--- src/hw/rtl/aes128_pkg.sv ---
// ----------------------------------------------------------------------------
// aes128_pkg
// shared types, s-box table and round helpers for the aes-128 encrypt core
// ----------------------------------------------------------------------------
package aes128_pkg;

    localparam int NumRounds = 10;
    localparam int AddrWidth = 4;

    localparam logic [AddrWidth-1:0] RegKeyHigh = 4'h0;
    localparam logic [AddrWidth-1:0] RegKeyLow  = 4'h8;

    typedef struct packed {
        logic [63:0] plain_high;
        logic [63:0] plain_low;
    } plain_beat_t;

    typedef struct packed {
        logic [63:0] cipher_high;
        logic [63:0] cipher_low;
    } cipher_beat_t;

    typedef logic [127:0] block_t;

    localparam logic [7:0] SBOX [256] = '{
        8'h63,8'h7c,8'h77,8'h7b,8'hf2,8'h6b,8'h6f,8'hc5,8'h30,8'h01,8'h67,8'h2b,8'hfe,8'hd7,8'hab,8'h76,
        8'hca,8'h82,8'hc9,8'h7d,8'hfa,8'h59,8'h47,8'hf0,8'had,8'hd4,8'ha2,8'haf,8'h9c,8'ha4,8'h72,8'hc0,
        8'hb7,8'hfd,8'h93,8'h26,8'h36,8'h3f,8'hf7,8'hcc,8'h34,8'ha5,8'he5,8'hf1,8'h71,8'hd8,8'h31,8'h15,
        8'h04,8'hc7,8'h23,8'hc3,8'h18,8'h96,8'h05,8'h9a,8'h07,8'h12,8'h80,8'he2,8'heb,8'h27,8'hb2,8'h75,
        8'h09,8'h83,8'h2c,8'h1a,8'h1b,8'h6e,8'h5a,8'ha0,8'h52,8'h3b,8'hd6,8'hb3,8'h29,8'he3,8'h2f,8'h84,
        8'h53,8'hd1,8'h00,8'hed,8'h20,8'hfc,8'hb1,8'h5b,8'h6a,8'hcb,8'hbe,8'h39,8'h4a,8'h4c,8'h58,8'hcf,
        8'hd0,8'hef,8'haa,8'hfb,8'h43,8'h4d,8'h33,8'h85,8'h45,8'hf9,8'h02,8'h7f,8'h50,8'h3c,8'h9f,8'ha8,
        8'h51,8'ha3,8'h40,8'h8f,8'h92,8'h9d,8'h38,8'hf5,8'hbc,8'hb6,8'hda,8'h21,8'h10,8'hff,8'hf3,8'hd2,
        8'hcd,8'h0c,8'h13,8'hec,8'h5f,8'h97,8'h44,8'h17,8'hc4,8'ha7,8'h7e,8'h3d,8'h64,8'h5d,8'h19,8'h73,
        8'h60,8'h81,8'h4f,8'hdc,8'h22,8'h2a,8'h90,8'h88,8'h46,8'hee,8'hb8,8'h14,8'hde,8'h5e,8'h0b,8'hdb,
        8'he0,8'h32,8'h3a,8'h0a,8'h49,8'h06,8'h24,8'h5c,8'hc2,8'hd3,8'hac,8'h62,8'h91,8'h95,8'he4,8'h79,
        8'he7,8'hc8,8'h37,8'h6d,8'h8d,8'hd5,8'h4e,8'ha9,8'h6c,8'h56,8'hf4,8'hea,8'h65,8'h7a,8'hae,8'h08,
        8'hba,8'h78,8'h25,8'h2e,8'h1c,8'ha6,8'hb4,8'hc6,8'he8,8'hdd,8'h74,8'h1f,8'h4b,8'hbd,8'h8b,8'h8a,
        8'h70,8'h3e,8'hb5,8'h66,8'h48,8'h03,8'hf6,8'h0e,8'h61,8'h35,8'h57,8'hb9,8'h86,8'hc1,8'h1d,8'h9e,
        8'he1,8'hf8,8'h98,8'h11,8'h69,8'hd9,8'h8e,8'h94,8'h9b,8'h1e,8'h87,8'he9,8'hce,8'h55,8'h28,8'hdf,
        8'h8c,8'ha1,8'h89,8'h0d,8'hbf,8'he6,8'h42,8'h68,8'h41,8'h99,8'h2d,8'h0f,8'hb0,8'h54,8'hbb,8'h16
    };

    localparam logic [7:0] RCON [NumRounds] = '{
        8'h01, 8'h02, 8'h04, 8'h08, 8'h10, 8'h20, 8'h40, 8'h80, 8'h1b, 8'h36
    };

    // byte i of a block sits at bits 127-8i .. 120-8i
    function automatic logic [7:0] get_byte(block_t b, int i);
        return b[127 - 8*i -: 8];
    endfunction

    function automatic logic [7:0] xtime(logic [7:0] x);
        return {x[6:0], 1'b0} ^ (x[7] ? 8'h1b : 8'h00);
    endfunction

    function automatic logic [31:0] sub_word(logic [31:0] w);
        return {SBOX[w[31:24]], SBOX[w[23:16]], SBOX[w[15:8]], SBOX[w[7:0]]};
    endfunction

    // next round key from the previous one
    function automatic block_t next_key(block_t k, logic [7:0] rc);
        logic [31:0] w0, w1, w2, w3, t;
        w0 = k[127:96];
        w1 = k[95:64];
        w2 = k[63:32];
        w3 = k[31:0];
        t  = sub_word({w3[23:0], w3[31:24]}) ^ {rc, 24'h0};
        w0 = w0 ^ t;
        w1 = w1 ^ w0;
        w2 = w2 ^ w1;
        w3 = w3 ^ w2;
        return {w0, w1, w2, w3};
    endfunction

    // subbytes and shiftrows
    function automatic block_t sub_shift(block_t s);
        block_t t;
        for (int c = 0; c < 4; c++)
        begin
            for (int r = 0; r < 4; r++)
            begin
                t[127 - 8*(4*c + r) -: 8] = SBOX[get_byte(s, 4*((c + r) % 4) + r)];
            end
        end
        return t;
    endfunction

    function automatic block_t mix_columns(block_t s);
        block_t t;
        logic [7:0] a0, a1, a2, a3, al;
        for (int c = 0; c < 4; c++)
        begin
            a0 = get_byte(s, 4*c);
            a1 = get_byte(s, 4*c + 1);
            a2 = get_byte(s, 4*c + 2);
            a3 = get_byte(s, 4*c + 3);
            al = a0 ^ a1 ^ a2 ^ a3;
            t[127 - 32*c -: 32] = {a0 ^ al ^ xtime(a0 ^ a1), a1 ^ al ^ xtime(a1 ^ a2),
                                   a2 ^ al ^ xtime(a2 ^ a3), a3 ^ al ^ xtime(a3 ^ a0)};
        end
        return t;
    endfunction

endpackage

--- src/hw/rtl/aes128_round.sv ---
// ----------------------------------------------------------------------------
// aes128_round
// one registered cipher round with its own on-the-fly key expansion step
// ----------------------------------------------------------------------------
module aes128_round #(
    parameter int Round = 1
) (
    input  logic                clk,
    input  logic                rst_n,
    input  logic                valid_in,
    input  aes128_pkg::block_t  state_in,
    input  aes128_pkg::block_t  key_in,
    output logic                valid_out,
    output aes128_pkg::block_t  state_out,
    output aes128_pkg::block_t  key_out
);
    import aes128_pkg::*;

    logic   valid_reg;
    block_t state_reg, state_next;
    block_t key_reg, key_next;

    always_comb
    begin
        key_next = next_key(key_in, RCON[Round-1]);
        if (Round == NumRounds)
        begin
            state_next = sub_shift(state_in) ^ key_next;
        end
        else
        begin
            state_next = mix_columns(sub_shift(state_in)) ^ key_next;
        end
    end

    always_ff @(posedge clk or negedge rst_n)
    begin
        if (!rst_n)
        begin
            valid_reg <= 1'b0;
        end
        else
        begin
            valid_reg <= valid_in;
        end
    end

    always_ff @(posedge clk)
    begin
        state_reg <= state_next;
        key_reg   <= key_next;
    end

    assign valid_out = valid_reg;
    assign state_out = state_reg;
    assign key_out   = key_reg;
endmodule

--- config.mk ---
export PLATFORM = sky130hd
export DESIGN_NAME = aes128_round
export DESIGN_NICKNAME = d
export VERILOG_FILES = /design/src/hw/rtl/aes128_pkg.sv /design/src/hw/rtl/aes128_round.sv
export SDC_FILE = /design/constraint.sdc
export NUM_CORES = 2
export LEC_CHECK = 0
export BUFFER_PORTS_ARGS = -buffer_cell sky130_fd_sc_hd__buf_2
export CAP_MARGIN = 0
export CELL_PAD_IN_SITES_DETAIL_PLACEMENT = 2
export CELL_PAD_IN_SITES_GLOBAL_PLACEMENT = 2
export CORE_ASPECT_RATIO = 0.8
export CORE_MARGIN = 2
export CORE_UTILIZATION = 40
export DETAILED_ROUTE_END_ITERATION = 12
export GPL_TIMING_DRIVEN = 0
export PLACE_DENSITY = 0.87
export SYNTH_ARGS = -nofsm -noshare
export SYNTH_HDL_FRONTEND = slang
export SYNTH_SLANG_ARGS = --single-unit
--- constraint.sdc ---
create_clock -name clk -period 1 [get_ports clk]
set_input_delay 0.1 -clock clk [delete_from_list [all_inputs] [get_ports clk]]
set_output_delay 0.1 -clock clk [all_outputs]
set_load 0.05 [all_outputs]
==> insert_results.sql, run 1 <==
INSERT INTO impl_metrics (metric_group, metric, value, unit) VALUES
('run_status', 'run_status', 'did not finish', ''),
('run_status', 'haltStage', 'clock tree synthesis (4_1_cts)', ''),
('run_status', 'error_message', '[ERROR DPL-0033] detailed placement checks failed during check placement.', ''),
('floorplan', 'die_width', '505.0', 'µm'),
('floorplan', 'row_count', '147', ''),
('placed_design', 'placement.io_buffers', '475', ''),
('placed_design', 'place_area', '90870', 'µm²'),
('clock_network', 'numCtsBuffers', '36', ''),
('clock_network', 'postCtsSetupRepairBufs', '511', ''),
('floorplan', 'initial_utilization', '40.14', '%'),
('clock_network', 'post_cts_resized', '2320', ''),
('synth', 'ranking_of_synthesized_cells_by_area', 'sky130_fd_sc_hd__mux4_2 (7.1%), sky130_fd_sc_hd__dfxtp_1 (6.4%), sky130_fd_sc_hd__a21oi_1 (5.8%)', ''),
('synth', 'synth.most_common_cell', 'sky130_fd_sc_hd__a21oi_1', ''),
('clock_network', 'ctsHoldBuffers', '31', ''),
('clock_network', 'tritoncts_num_sinks', '257', ''),
('synth', 'ys.warnings.count', '0', ''),
('clock_network', 'cts_root_buffer', 'sky130_fd_sc_hd__clkbuf_16', ''),
('synth', 'postSynthRegisterBits', '257', ''),
('synth', 'post_synth_num_cell_types', '118', ''),
('synth', 'synthesis.nets', '12050', ''),
('synth', 'synthFlopType', 'sky130_fd_sc_hd__dfxtp_1', ''),
('synth', 'synthTopCellsByCount', 'sky130_fd_sc_hd__a21oi_1 (926), sky130_fd_sc_hd__o21ai_0 (904), sky130_fd_sc_hd__nand2_1 (822)', ''),
('placed_design', 'detailedPlacementHpwl', '491600', 'µm'),
('synth', 'synth_largest_type_area_fraction', '7.149', '%'),
('clock_network', 'cts.path.max_buffers', '3', ''),
('floorplan', 'io_pins', '516', ''),
('placed_design', 'gpl.final_weighted_congestion', '1.223', ''),
('synth', 'synth-seq-area-share', '6.411', '%'),
('synth', 'synth_area', '80330', 'µm²'),
('synth', 'syn_inst', '11500', ''),
('synth', 'synth-edff-count', '0', ''),
('synth', 'yosysTopAreaCell', 'sky130_fd_sc_hd__mux4_2', ''),
('synth', 'ys_async_sr_fraction', '0.3891', '%'),
('floorplan', 'floorplan.die.height', '404.8', 'µm'),
('clock_network', 'clock_tree.htree_level_count', '2', ''),
('synth', 'avgSynthCellArea', '6.986', 'µm²');
## stage by stage
stage          util [%]  setup WS, ps  hold slack [ps]  instances  TNS (ps)
2_1_floorplan         -         -2182           -195.6      11500   -434680
3_3_place_gp      45.40         -4649           -126.0      14660   -889410
3_5_place_dp      45.41         -4771           -122.5      14660   -925420
## logic make-up after synthesis
group / count (synthesis) / synth area share (%)
XOR/XNOR: 685 / 9.645
buffers and inverters: 1635 / 8.821
multiplexers: 448 / 9.666
AND/OR/NAND/NOR: 3877 / 24.39
AO/OA/AOI/OAI: 4306 / 36.55
flip-flops: 257 / 6.411
adder cells (fa/ha/maj): 290 / 4.517
==> run 2, diff against run 1 <==
==> config.mk (replaced) <==
export PLATFORM = sky130hd
export DESIGN_NAME = aes128_round
export DESIGN_NICKNAME = d
export VERILOG_FILES = /design/src/hw/rtl/aes128_pkg.sv /design/src/hw/rtl/aes128_round.sv
export SDC_FILE = /design/constraint.sdc
export NUM_CORES = 2
export LEC_CHECK = 0
export BUFFER_PORTS_ARGS = -buffer_cell sky130_fd_sc_hd__buf_2
export CAP_MARGIN = 0
export CORE_MARGIN = 2
export CORE_UTILIZATION = 25
export DETAILED_ROUTE_END_ITERATION = 12
export GPL_TIMING_DRIVEN = 0
export PLACE_DENSITY_LB_ADDON = 0.15
export SYNTH_ARGS = -nofsm -noshare
export SYNTH_HDL_FRONTEND = slang
export SYNTH_SLANG_ARGS = --single-unit
==> run 2 against run 1 <==
The flow now finishes, with violations (hold timing, setup timing). Synthesized cell count did not move. Area after synthesis did not move.
==> insert_results.sql, run 2 <==
INSERT INTO impl_metrics (metric_group, metric, value, unit) VALUES
('run_status', 'run_status', 'complete, but fails checks', ''),
('run_status', 'violations', 'hold timing, setup timing', ''),
('power_and_ir_drop', 'p_leak', '44.68', 'nW'),
('hold_path', 'hold_path.startpoint', 'key_in[112]', ''),
('placed_design', 'dp.cells', '16290', ''),
('critical_path', 'critical_path.cell_chain', 'buf_2 -> buf_4 -> buf_6 -> buf_4 -> buf_4 -> clkbuf_4 -> o221ai_1 -> a2111oi_2 -> a311oi_1 -> a22o_4 -> buf_6 -> xor2_4 -> xnor3_2 -> xor2_4', ''),
('placed_design', 'placement.io_buffers', '475', ''),
('clock_network', 'cts.path.max_buffers', '3', ''),
('critical_path', 'cp-start-kind', 'primary input', ''),
('finish', 'multi_input_logic_area', '79830', 'µm²'),
('flow_run', 'max_cap_violations', '0', ''),
('synth', 'ys.warnings.count', '0', ''),
('placed_design', 'place_area', '93130', 'µm²'),
('hold_path', 'hold_path.class', 'in2reg', ''),
('timing', 'slew_headroom', '2.198', '%'),
('synth', 'postSynthRegisterBits', '257', ''),
('route', 'post_route_drc_violation_count', '0', ''),
('route', 'ant_nets', '0', ''),
('synth', 'ys_async_sr_fraction', '0.3891', '%'),
('critical_path', 'slowest_cell_delay_on_critical_path', '540', 'ps'),
('grt', 'global_route_wire_length_before_repair', '914100', 'µm'),
('timing', 'timing.hold.ws', '-318.2', 'ps'),
('critical_path', 'setup.worst_path.end_class', 'register', ''),
('hold_path', 'hold-path-cell-count', '2', ''),
('clock_network', 'numCtsBuffers', '37', ''),
('power_and_ir_drop', 'power_density', '1363', 'nW/µm²'),
('grt', 'grt_usage', '38.79', '%'),
('synth', 'synth_largest_type_area_fraction', '7.149', '%'),
('timing', 'finalHoldViolCount', '28', ''),
('timing', 'grt_setup_unrepaired', 'true', ''),
('finish', 'register_area', '5150', 'µm²'),
('synth', 'ranking_of_synthesized_cells_by_area', 'sky130_fd_sc_hd__mux4_2 (7.1%), sky130_fd_sc_hd__dfxtp_1 (6.4%), sky130_fd_sc_hd__a21oi_1 (5.8%)', ''),
('finish', 'fin_nets', '13500', ''),
('grt', 'groute.layer.met3.usage', '10.16', '%'),
('floorplan', 'initial_utilization', '25.07', '%'),
('floorplan', 'row_count', '208', ''),
('critical_path', 'critical_path_buffers_and_inverters', '7', ''),
('grt', 'busiest_layer', 'met2', ''),
('clock_network', 'tritoncts_num_sinks', '257', ''),
('finish', 'fillers', '34210', ''),
('route', 'wirelength', '669300', 'µm'),
('timing', 'maxSlewViolCount', '0', ''),
('critical_path', 'cpMostUsedCell', 'sky130_fd_sc_hd__buf_4', ''),
('timing', 'timing.final.crit_share', '339.7', '%'),
('clock_network', 'clkTransAtPathRegs', '60', 'ps'),
('clock_network', 'tritoncts', 'done', ''),
('timing', 'maxClockFrequency', '0.2944', 'GHz'),
('critical_path', 'cpMaxStageDelayCell', 'sky130_fd_sc_hd__a2111oi_2', ''),
('timing', 'tightest_slew', '1457', 'ps'),
('finish', 'mostFrequentLayoutCell', 'sky130_fd_sc_hd__a21oi_1', ''),
('clock_network', 'cts_root_buffer', 'sky130_fd_sc_hd__clkbuf_16', ''),
('finish', 'layout.cells.non_filler', '17300', ''),
('floorplan', 'die_width', '570.9', 'µm'),
('critical_path', 'path_class', 'in2reg', ''),
('finish', 'area_growth_syn_to_layout', '45.93', '%'),
('critical_path', 'cp.required', '1500', 'ps'),
('grt', 'grt_antenna_before_repair', '56', ''),
('grt', 'met1_usage_in_global_routing', '47.87', '%'),
('power_and_ir_drop', 'vdd_ir_drop_max', '0.002548', 'V'),
('synth', 'yosysTopAreaCell', 'sky130_fd_sc_hd__mux4_2', ''),
('timing', 'timing.final.setup_violations', '513', ''),
('route', 'drt_pass1_iterations', '10', ''),
('finish', 'drive_gt1_share', '36.53', '%'),
('critical_path', 'critical_path_arrival', '3900', 'ps'),
('grt', 'grt_start_max_net_pins', '17', ''),
('hold_path', 'worst_hold_path.endpoint', 'key_out[112]$_DFF_P_', ''),
('placed_design', 'gpl.final_weighted_congestion', '1.057', ''),
('route', 'via_count', '116800', ''),
('finish', 'layout.cells.most_common_list', 'sky130_fd_sc_hd__a21oi_1 (859), sky130_fd_sc_hd__buf_4 (846), sky130_fd_sc_hd__o21ai_0 (793)', ''),
('finish', 'finalInstanceArea', '117200', 'µm²'),
('floorplan', 'die_area', '325900', 'µm²'),
('synth', 'synth-seq-area-share', '6.411', '%'),
('placed_design', 'detailedPlacementHpwl', '495100', 'µm'),
('synth', 'synthTopCellsByCount', 'sky130_fd_sc_hd__a21oi_1 (926), sky130_fd_sc_hd__o21ai_0 (904), sky130_fd_sc_hd__nand2_1 (822)', ''),
('synth', 'synth-edff-count', '0', ''),
('route', 'wire_per_inst', '38.68', 'µm'),
('clock_network', 'clock_tree.htree_level_count', '2', ''),
('timing', 'final.min_clock_period', '3397', 'ps'),
('synth', 'synthFlopType', 'sky130_fd_sc_hd__dfxtp_1', ''),
('floorplan', 'floorplan.die.height', '570.9', 'µm'),
('route', 'drt-vias-per-instance', '6.751', ''),
('grt', 'grt_use_met2', '59.79', '%'),
('synth', 'post_synth_num_cell_types', '118', ''),
('synth', 'avgSynthCellArea', '6.986', 'µm²'),
('synth', 'synth.most_common_cell', 'sky130_fd_sc_hd__a21oi_1', ''),
('grt', 'gr-total-overflow', '0', ''),
('timing', 'postLayoutSetupSlackWorst', '-2397', 'ps'),
('floorplan', 'io_pins', '516', ''),
('timing', 'setup_tns', '-551120', 'ps'),
('grt', 'grt_pass1_vias', '109700', ''),
('synth', 'syn_inst', '11500', ''),
('route', 'starting_drc_count_in_detailed_routing', '19040', ''),
('critical_path', 'path_max_fanout', '10', ''),
('synth', 'synth_area', '80330', 'µm²'),
('critical_path', 'critical-path-top-delay-family', 'buffers and inverters', ''),
('synth', 'synthesis.nets', '12050', ''),
('floorplan', 'fp.coreArea', '320400', 'µm²');
run 2: repair_timing:
| action | in CTS | in global routing |
|---|---|---|
| hold buffers | 42 | 3 |
| hold endpoints to repair | 145 | 36 |
| gates cloned | 4 | 1 |
| buffers inserted | 606 | 354 |
| pin swaps | 415 | 401 |
| endpoints found under the setup margin | 513 | 513 |
| gates resized for setup | 2327 | 1478 |
run 2: logic make-up after synthesis:
| group | Yosys count | share of synthesized area (%) |
|---|---|---|
| fa+ha+maj | 290 | 4.517 |
| compound gates | 4306 | 36.55 |
| simple gates | 3877 | 24.39 |
| mux | 448 | 9.666 |
| xor+xnor | 685 | 9.645 |
| flops | 257 | 6.411 |
| buf+inv | 1635 | 8.821 |
run 2: worst max path at each step:
stage | start | to | slack (ps) | cells after the start
after floorplan | key_in[24] | state_out[33]$_DFF_P_ | -2180 | 14
after global placement | key_in[17] | state_out[60]$_DFF_P_ | -5170 | 14
after detailed placement | key_in[17] | state_out[57]$_DFF_P_ | -4900 | 15
after CTS | state_in[16] | state_out[60]$_DFF_P_ | -2450 | 16
after global routing | key_in[9] | state_out[17]$_DFF_P_ | -2350 | 14
final | state_in[59] | state_out[60]$_DFF_P_ | -2400 | 14
run 2: layer usage:
layer  routed length [µm]  vias up
li1                     -    46360
met1               244300    56880
met2               283100    10570
met3                81610     2962
met4                60160       30
met5                  185        -
run 2: cell type report:
cell class | instances | share of cell area (%)
Antenna cell | 22 | 0.04696
Buffer | 1317 | 9.327
Sequential cell | 257 | 4.393
Inverter | 250 | 1.296
Clock buffer | 42 | 0.8229
Timing Repair Buffer | 1477 | 11.14
Tap cell | 4305 | 4.595
Clock inverter | 25 | 0.2818
Multi-Input combinational cell | 9606 | 68.10
run 2: per-stage QoR:
stage | utilization, % | setup WS [ps] | hold WS, ps | power (mW)
floorplan | - | -2182 | -195.6 | 78.35
global placement | 28.99 | -5173 | -125.8 | 119.0
detailed placement | 29.07 | -4897 | -125.1 | 117.1
CTS | 34.18 | -2446 | -351.3 | 149.8
global route | 36.58 | -2348 | -342.8 | 163.2
finish | 36.59 | -2397 | -318.2 | 159.8
run 2: report_power, final:
group          switching (mW)  leakage [nW]  internal [mW]  total (mW)
registers                1.60          2.17           15.0        16.6
logic                    80.5          41.9           48.0         128
clock network            6.82         0.619           7.97        14.8
total                    88.9          44.7           70.9         160
(Power assumes the default switching activity.)
